## config.mk

```make
export PLATFORM = sky130hd
export DESIGN_NAME = bnms_front
export DESIGN_NICKNAME = d
export VERILOG_FILES = /design/src/rtl/core/bnms_pkg.sv /design/src/rtl/core/bnms_front.sv
export SDC_FILE = /design/constraint.sdc
export NUM_CORES = 1
export LEC_CHECK = 0
export BUFFER_PORTS_ARGS = -buffer_cell sky130_fd_sc_hd__buf_4
export CAP_MARGIN = 25
export CORE_MARGIN = 2
export CORE_UTILIZATION = 32
export DETAILED_ROUTE_END_ITERATION = 8
export PLACE_DENSITY = 0.58
export SKIP_CTS_REPAIR_TIMING = 1
export SYNTH_ARGS = -nofsm -noshare
export SYNTH_HDL_FRONTEND = slang
export SYNTH_SLANG_ARGS = --single-unit
```

## constraint.sdc

```tcl
create_clock -name clk -period 13.7 [get_ports clk]
set_input_delay 2.055 -clock clk [delete_from_list [all_inputs] [get_ports clk]]
set_output_delay 2.055 -clock clk [all_outputs]
set_load 0.02 [all_outputs]
```

## src/rtl/core/bnms_pkg.sv

```systemverilog
// Package for the box suppression block: sizes, queue entry type, reset threshold.
// No dependencies.
package bnms_pkg;
  localparam int MAX_BOXES = 64;
  localparam int IW = $clog2(MAX_BOXES);
  localparam int CW = $clog2(MAX_BOXES + 1);
  localparam logic [15:0] THR_RESET = 16'd19661;

  typedef struct packed {
    logic [15:0] x;
    logic [15:0] y;
    logic [15:0] w;
    logic [15:0] h;
    logic [15:0] score;
    logic        last;
  } box_t;

  localparam int QDEPTH = 4;
  localparam int QAW = $clog2(QDEPTH);
endpackage

```

## src/rtl/core/bnms_front.sv

```systemverilog
// Front part: input queue that decouples item acceptance from the engine.
// Depends on bnms_pkg.
module bnms_front import bnms_pkg::*; (
  input  logic clk,
  input  logic rst_n,
  input  logic in_valid,
  output logic in_ready,
  input  box_t in_box,
  output logic q_valid,
  input  logic q_ready,
  output box_t q_box
);
  box_t mem_r [QDEPTH];
  logic [QAW:0] wp_r, rp_r;
  logic full, empty;

  assign full  = (wp_r[QAW] != rp_r[QAW]) && (wp_r[QAW-1:0] == rp_r[QAW-1:0]);
  assign empty = (wp_r == rp_r);
  assign in_ready = !full;
  assign q_valid  = !empty;
  assign q_box    = mem_r[rp_r[QAW-1:0]];

  // pointers
  always_ff @(posedge clk) begin
    if (!rst_n) begin
      wp_r <= '0;
      rp_r <= '0;
    end else begin
      if (in_valid && !full) wp_r <= wp_r + 1'b1;
      if (q_ready && !empty) rp_r <= rp_r + 1'b1;
    end
  end

  // storage
  always_ff @(posedge clk) begin
    if (in_valid && !full) mem_r[wp_r[QAW-1:0]] <= in_box;
  end
endmodule

```

==> results.cfg, run 1 <==
[logic_synthesis]
synth-xor-area-share = 0.00430
synth_warnings = 0
synthMostInstantiatedCell = edfxtp_1
ys.flop_type = edfxtp_1
yosysSeqAreaShare = 0.809
synth_compound_gate_area_share = 0.0107
netlist.top_cell.by_area = edfxtp_1
top_cells_by_count_synth = 324 x edfxtp_1, 81 x mux4_2, 8 x buf_1, 8 x buf_4, 8 x dfxtp_1
postSynthCellCount = 491
synth.lib_cells_used.distinct = 30
share_of_the_synthesized_area_in_the_top_cell_type = 0.796
async_flop_share = 0
netlist_area_mm2 = 0.0122
dominant_combinational_cell_family_by_area_after_synthesis = multiplexers
synth_simple_gate_area_share = 0.0106
post_synth_fa_ha_maj_area_fraction = 0.00512
yosys-top-cells-area = edfxtp_1 80%, mux4_2 15%, dfxtp_1 1.3%
yosys_register_bits = 332
yosys-mux-area-fraction = 0.149
syn_nets = 581
synth-edff-count = 324
avgSynthCellArea_um2 = 24.9

[route]
detailedRoute.firstPassIterationCount = 6
viasPerCell = 4.58
detail_route.wl_per_cell_um = 19.5
drt_drc_violations_left = 0
first_iteration_detailed_routing_drc_count = 206
routed_wirelength_mm = 23.8
dr_total_vias = 5594
antenna_violating_nets_post_route = 0

[power]
worst_voltage_drop_across_the_vdd_grid_mv = 0.118
p_per_area_mw_per_mm2 = 200
total_power_mw = 3.05
cellLeakagePower_nw = 5.05

[timing]
hold_violations = 0
maxClockFrequency_mhz = 198
max_slew.worst_pin.slew_ps = 804
fin_worst_skew_ps = 9.98
setup_total_negative_slack_ps = 0
maxSlewHeadroom = 0.464
report.final.setup_viol = 0
maxSlewViolCount = 0
final.setup.worst_slack_ps = 8650
layout_worst_path_cycle_share = 0.368
unrepaired_setup_endpoints_after_global_routing = no
min_period_ps = 5050

[floorplan]
placementRows = 71
die_area_mm2 = 0.0398
design.core.area_mm2 = 0.0377
top_level_ports = 168
die_width_um = 199
die-height_um = 199
floorplan.initialDensity = 0.325

[grt]
grt_usage = 0.121
grt_pass1_wl_mm = 35.5
gr-usage-met2 = 0.198
first_global_vias = 5948
grt_max_degree = 46
globalRouteMet1Util = 0.150
met3_use_gr = 0.0344
globalRouteOverflowTotal = 0
global_route.peak_usage_layer = met2
antenna_violations_before_repair = 0

[placement]
routabilityCongestion = 0.716
port-buffer-count = 167
detailedPlacementHpwl_mm = 13.8
pre_cts_slack_ps = 8910
numPlacedInstances = 1156

[finish]
synthToLayoutAreaGrowth_pct = 24.6
n_antenna_cell = 0
multi_input_area_mm2 = 0.00222
post_layout_nonfiller_instances = 1222
count_of_nets_after_finishing = 775
seqCellArea_mm2 = 0.00990
layout-drive-gt1-share = 0.440
fillers = 3353

[critical_path]
worst-endpoint-arrival_ps = 2990
crit_path_end = q_box[14]
worstPathRequired_ps = 11640
worst_r2r_endpoint = mem_r[1][31]
cp-start-kind = flop
timing.reg2reg.worst_path_depth = 4
worstReg2RegStart = wp_r[1]
cp-end-kind = primary output
cp_max_fo = 37
reg2reg_setup_slack_ps = 10870
worst-setup-path-type = reg -> out

[clock_tree]
cts.htree.levels = 2
root_buffer = clkbuf_16
clkSinkCount = 332
cts_tree = yes
tritoncts.num_buffers = 37
max-clock-path-buffers = 3
clk_latency_ps = 530
worst_setup_hold_path_clk_slew_ps = 60

[outcome]
status = completed

[hold_path]
hold_path_class = reg -> reg

[run]
cap_violations = 0
[report_power, final]
part / leakage, nW / internal [mW] / switching [mW] / total, mW
registers: 3.04 / 1.29 / 0.0676 / 1.36
clock network: 0.551 / 0.542 / 0.376 / 0.918
logic: 1.45 / 0.344 / 0.425 / 0.769
total: 5.05 / 2.18 / 0.868 / 3.05
[metal layers]
layer  part of all wire  wire length [um]  vias up
met3              0.056              1330       48
met4              0.032               759        0
met1               0.42             10100     2903
met5                  0                 0        -
li1                   -                 -     2500
met2               0.49             11600      143
[logic make-up (layout without fill, tap and decap cells)]
family                   Yosys count  in the layout
AO/OA/AOI/OAI                     19             19
XOR/XNOR                           6              6
adder cells (fa/ha/maj)            5              5
buffers and inverters             25            245
flip-flops                       332            332
multiplexers                      81             81
AND/OR/NAND/NOR                   23             23
[state kept, by name (all words and copies together), names as in the netlist, named ones only]
signal and cells:
wp_r 3, mem_r 324, rp_r 3
[worst max-delay path, stage by stage, from the launching register on]
cell and delay [ps]:
dfxtp_4 840, buf_4 520, buf_16 270, mux4_2 550, buf_4 180
[through the flow]
stage	hold WS [ps]	util	area [um2]
floorplan	501	-	12200
global placement	530	0.374	14100
detailed placement	537	0.374	14100
CTS	545	0.404	15200
global route	587	0.404	15200
finish	544	0.404	15200
[cell type report]
class                           count  area share
Inverter                            5     0.00123
Tap cell                          511      0.0420
Multi-Input combinational cell    134       0.146
Timing Repair Buffer              175      0.0875
Clock buffer                       51      0.0670
Clock inverter                     14     0.00690
Sequential cell                   332       0.650
[cell usage in the layout, fill, tap and decap left out, types with 4 or more instances in the layout]
master	synthesis	layout
a211o_1	4	4
buf_4	8	174
clkbuf_1	0	12
clkbuf_16	0	39
clkinv_2	0	6
dfxtp_1	8	6
edfxtp_1	324	324
ha_1	5	5
inv_1	5	5
mux4_2	81	81
nand2_1	5	5
nand3b_1	4	4
o21ai_0	4	4
[worst min-delay path by stage]
stage               startpoint       to  slack, ps  cells after the start
finish                 wp_r[2]  wp_r[2]        540                      2
global placement       wp_r[2]  wp_r[2]        530                      2
detailed placement     wp_r[2]  wp_r[2]        540                      2
global route           wp_r[2]  wp_r[2]        590                      2
CTS                    wp_r[2]  wp_r[2]        550                      2
floorplan              wp_r[2]  wp_r[2]        500                      2
Power figures use the tool's default switching activity.
==> inputs of run 2 (changes only) <==
--- a/config.mk
+++ b/config.mk
@@ -5,12 +5,13 @@
 export SDC_FILE = /design/constraint.sdc
 export NUM_CORES = 1
 export LEC_CHECK = 0
+export ABC_AREA = 1
 export BUFFER_PORTS_ARGS = -buffer_cell sky130_fd_sc_hd__buf_4
 export CAP_MARGIN = 25
 export CORE_MARGIN = 2
 export CORE_UTILIZATION = 32
 export DETAILED_ROUTE_END_ITERATION = 8
-export PLACE_DENSITY = 0.58
+export PLACE_DENSITY = 0.57
 export SKIP_CTS_REPAIR_TIMING = 1
 export SYNTH_ARGS = -nofsm -noshare
 export SYNTH_HDL_FRONTEND = slang
==> constraint.sdc (replaced) <==
create_clock -name clk -period 5.2 [get_ports clk]
set_input_delay 0.78 -clock clk [delete_from_list [all_inputs] [get_ports clk]]
set_output_delay 0.78 -clock clk [all_outputs]
set_load 0.02 [all_outputs]
==> results.cfg, run 2 <==
[route]
viasPerCell = 4.78
antenna_violating_nets_post_route = 0
wl_met3_mm = 1.57
drt_drc_violations_left = 0
routed_wirelength_mm = 28.2
first_iteration_detailed_routing_drc_count = 508
detailedRoute.firstPassIterationCount = 5
met1_layer_wirelength_in_the_final_routing_mm = 13.2
met2RoutedLength_mm = 13.0
dr_total_vias = 7466
detail_route.wl_per_cell_um = 18.0
highest-signal-layer = met4

[placement]
routabilityCongestion = 0.739
port-buffer-count = 167
area_of_placed_instances_mm2 = 0.0143
detailedPlacementHpwl_mm = 15.3
numPlacedInstances = 1499

[grt]
globalRouteOverflowTotal = 0
first_global_vias = 7294
antenna_violations_before_repair = 0
grt_max_degree = 163
grt_usage = 0.134
grt_pass1_wl_mm = 42.5

[finish]
fin_area_mm2 = 0.0154
post_layout_nonfiller_instances = 1563
fillers = 3652
final_common_cell = edfxtp_1
largest_register_ff_count = 324
synthToLayoutAreaGrowth_pct = 22.2
count_of_nets_after_finishing = 1111
layout_common_cells = 324 x edfxtp_1, 175 x buf_4, 149 x nor2_1, 143 x o21ai_0, 81 x o22ai_1
layout-drive-gt1-share = 0.243
n_antenna_cell = 0

[clock_tree]
max-clock-path-buffers = 3
cts_tree = yes
cts.htree.levels = 2
tritoncts.num_buffers = 37
root_buffer = clkbuf_16
worst_setup_hold_path_clk_slew_ps = 60
clkSinkCount = 332
clk_latency_ps = 510

[timing]
fin_worst_skew_ps = 18.3
layout_worst_path_cycle_share = 0.735
min_period_ps = 3820
max_slew.worst_pin.slew_ps = 1010
maxSlewViolCount = 0
unrepaired_setup_endpoints_after_global_routing = no
setup_total_negative_slack_ps = 0
hold_violations = 0
maxClockFrequency_mhz = 262
maxSlewHeadroom = 0.324
report.final.setup_viol = 0

[power]
worst_voltage_drop_across_the_vdd_grid_mv = 0.167
cellLeakagePower_nw = 5.28
p_per_area_mw_per_mm2 = 431

[critical_path]
worst_r2r_endpoint = mem_r[2][12]
critical-path-max-stage-delay_ps = 1010
cp-end-kind = primary output
timing.reg2reg.worst_path_depth = 8
worstReg2RegStart = wp_r[1]
cp-start-kind = flop
worst_path_dominant_cell_family = buffers and inverters
cp.depth = 4
worst-endpoint-arrival_ps = 3040
worstPathBufferInverterCount = 2
reg2reg_setup_slack_ps = 2650
worst-setup-path-type = reg -> out
cp_cell_sequence = clkinv_4, o21ai_0, o22ai_1, buf_4
worst_path_max_delay_cell = dfxtp_4
cp_max_fo = 82
worstPathRequired_ps = 4420

[logic_synthesis]
async_flop_share = 0
netlist.top_cell.by_area = edfxtp_1
ys.flop_type = edfxtp_1
netlist_area_mm2 = 0.0126
synth-xor-area-share = 0
yosysSeqAreaShare = 0.786
yosys-mux-area-fraction = 0
postSynthCellCount = 856
synth.lib_cells_used.distinct = 22
yosys-top-cells-area = edfxtp_1 77%, o21ai_0 5.7%, nor2_1 4.5%
synth_compound_gate_area_share = 0.107
synth_warnings = 0
synth_simple_gate_area_share = 0.0673
synthMostInstantiatedCell = edfxtp_1
dominant_combinational_cell_family_by_area_after_synthesis = compound AO/OA/AOI/OAI gates
post_synth_fa_ha_maj_area_fraction = 0.00497
avgSynthCellArea_um2 = 14.7
yosys_register_bits = 332
top_cells_by_count_synth = 324 x edfxtp_1, 152 x nor2_1, 143 x o21ai_0, 81 x o22ai_1, 21 x nand2_1
syn_nets = 946
synth-edff-count = 324
share_of_the_synthesized_area_in_the_top_cell_type = 0.774

[floorplan]
die_area_mm2 = 0.0409
design.core.area_mm2 = 0.0387
top_level_ports = 168
floorplan.initialDensity = 0.325
placementRows = 72
die_width_um = 202
die-height_um = 202

[hold_path]
hold_path_class = in -> reg
hold_start = in_box[53]
worstHoldPathCells = 1
hold_path_end = mem_r[2][53]

[outcome]
status = completed

[run]
cap_violations = 0
run 2: cell types whose count changed in the layout (fill, tap and decap cells not counted), sizes merged, moves of 4 or more:
cell / change
nor2: +171
nand3b: -4
o21ai: +158
nand3: +5
nand2: +17
o22ai: +81
a211o: -4
and2: -4
mux4: -81
inv: +8
run 2: worst max-delay path by stage:
stage,start,endpoint,slack [ps]
floorplan,wp_r[1],mem_r[0][0],400
global placement,flop,q_box[4],1860
detailed placement,flop,q_box[10],1830
CTS,flop,q_box[10],1280
global route,flop,q_box[68],1100
finish,flop,q_box[10],1380
run 2: worst register-to-register path: stages, from the launching register on:
cell	delay, ps
dfxtp_1	410
inv_1	110
nand2_1	70
nand2_1	130
nand3_4	160
nand2_1	190
nor2_4	510
buf_16	230
buf_4	380
run 2: metal layers:
layer  global-route usage  vias to the layer above
li1                     -                     3538
met5                    0                        -
met1                0.185                     3722
met2                0.212                      173
met4               0.0328                        0
met3               0.0327                       33
run 2: final cells by class:
class	instances	area [um2]	area share
clock inverter	13	120	0.00781
multi-input combinational	456	2280	0.148
tap	518	648	0.0422
inverter	16	75.1	0.00488
clock buffer	50	975	0.0634
timing repair buffer	178	1380	0.0898
sequential	332	9900	0.644
run 2: through the flow:
stage / total power, mW / setup slack, ps / util / hold WS [ps]
after floorplan: 3.84 / 404 / - / 516
after global placement: 4.30 / 1860 / 0.367 / 535
after detailed placement: 4.31 / 1830 / 0.368 / 558
after CTS: 6.71 / 1280 / 0.396 / 446
after global routing: 6.90 / 1100 / 0.397 / 451
final: 6.62 / 1380 / 0.397 / 471
run 2: kinds of logic (layout without fill, tap and decap cells):
group | after synthesis | in the layout
AOI/OAI and AO/OA | 249 | 249
buffers and inverters | 68 | 257
adders and majority gates | 5 | 5
DFF | 332 | 332
and+or+nand+nor | 202 | 202
run 2: where the power goes:
part / switching (mW) / internal (mW) / total [mW]
sequential: 0.0846 / 3.07 / 3.16
combinational: 0.688 / 0.395 / 1.08
clock: 0.973 / 1.41 / 2.38
total: 1.75 / 4.88 / 6.62
==> inputs of run 3 (changes only) <==
==> constraint.sdc (replaced) <==
create_clock -name clk -period 3.61 [get_ports clk]
set_input_delay 0.5415 -clock clk [delete_from_list [all_inputs] [get_ports clk]]
set_output_delay 0.5415 -clock clk [all_outputs]
set_load 0.02 [all_outputs]
==> results.cfg, run 3 (same netlist as run 2, synthesis figures left out) <==
[outcome]
status = completed

[clock_tree]
cts.htree.levels = 2
worst_setup_hold_path_clk_slew_ps = 60
cts_tree = yes
clkSinkCount = 332
max-clock-path-buffers = 3
tritoncts.num_buffers = 37
clk_latency_ps = 530
root_buffer = clkbuf_16

[timing]
hold_violations = 0
layout_worst_path_cycle_share = 0.802
max_slew.worst_pin.slew_ps = 798
unrepaired_setup_endpoints_after_global_routing = no
report.final.setup_viol = 0
min_period_ps = 2890
maxSlewHeadroom = 0.468
maxSlewViolCount = 0
maxClockFrequency_mhz = 345
fin_worst_skew_ps = 14.9
final.setup.worst_slack_ps = 715

[finish]
post_layout_nonfiller_instances = 1559
layout_common_cells = 324 x edfxtp_1, 175 x buf_4, 149 x nor2_1, 143 x o21ai_0, 81 x o22ai_1
layout-drive-gt1-share = 0.245
fin_area_mm2 = 0.0154
count_of_nets_after_finishing = 1113
finalCoreUtilization = 0.397
final_common_cell = edfxtp_1
n_antenna_cell = 0
largest_register_ff_count = 324
synthToLayoutAreaGrowth_pct = 22.4

[power]
cellLeakagePower_nw = 5.30
worst_voltage_drop_across_the_vdd_grid_mv = 0.336
total_power_mw = 9.50
p_per_area_mw_per_mm2 = 617

[floorplan]
die_area_mm2 = 0.0409
top_level_ports = 168
die_width_um = 202
die-height_um = 202
floorplan.initialDensity = 0.325
placementRows = 72
design.core.area_mm2 = 0.0387

[route]
detailedRoute.firstPassIterationCount = 5
first_iteration_detailed_routing_drc_count = 389
dr_total_vias = 7360
antenna_violating_nets_post_route = 0
routed_wirelength_mm = 27.7
viasPerCell = 4.72
detail_route.wl_per_cell_um = 17.8
drt_drc_violations_left = 0

[grt]
grt_pass1_wl_mm = 42.3
first_global_vias = 7416
antenna_violations_before_repair = 0
globalRouteOverflowTotal = 0
grt_max_degree = 163
grt_usage = 0.135

[critical_path]
cp_max_fo = 92
cp-start-kind = flop
worstPathRequired_ps = 3070
timing.reg2reg.worst_path_depth = 7
cp-end-kind = primary output
worst-setup-path-type = reg -> out
reg2reg_setup_slack_ps = 1210
worst_r2r_endpoint = mem_r[2][14]
worst-endpoint-arrival_ps = 2350
worstReg2RegStart = wp_r[1]

[placement]
detailedPlacementHpwl_mm = 14.9
port-buffer-count = 167
routabilityCongestion = 0.694
area_of_placed_instances_mm2 = 0.0143
numPlacedInstances = 1502
pre_cts_slack_ps = 1190

[hold_path]
worstHoldPathCells = 1
hold_start = in_box[48]
hold_path_class = in -> reg
hold_path_end = mem_r[2][48]

[run]
cap_violations = 0
## run 3: metrics by stage
| stage | TNS (ps) | hold slack [ps] |
|---|---|---|
| after floorplan | -288090 | 516 |
| after global placement | 0 | 530 |
| after detailed placement | 0 | 536 |
| after CTS | 0 | 173 |
| after global routing | 0 | 180 |
| final | 0 | 211 |
## run 3: critical path: stages, from the launching register on
cell	delay [ps]
dfxtp_4	370
inv_8	360
buf_4	390
o21ai_0	120
o22ai_1	220
buf_4	190
## run 3: report_power, final
part | switching [mW] | internal (mW)
registers | 0.0551 | 4.43
clock network | 1.38 | 2.02
logic | 1.04 | 0.574
total | 2.48 | 7.02
## run 3: worst max-delay path by stage
stage / end / slack (ps) / cells past startpoint
after floorplan: mem_r[0][0] / -1190 / 6
after global placement: mem_r[2][16] / 1230 / 7
after detailed placement: mem_r[2][10] / 1190 / 7
after CTS: q_box[56] / 680 / 4
after global routing: q_box[57] / 560 / 4
final: q_box[57] / 720 / 5
## run 3: cell type report
cell class / count / area, um2
fill: 3625 / 23300
sequential: 332 / 9900
multi-input combinational: 456 / 2280
timing repair buffer: 180 / 1410
clock buffer: 49 / 1010
tap: 518 / 648
inverter: 16 / 75.1
clock inverter: 8 / 66.3
## run 3: metal layers
layer	up-vias	GRT usage	wire length [um]
li1	3534	-	-
met1	3620	0.175	12100
met2	165	0.222	13400
met3	41	0.0369	1620
met4	0	0.0409	593
met5	-	0	0
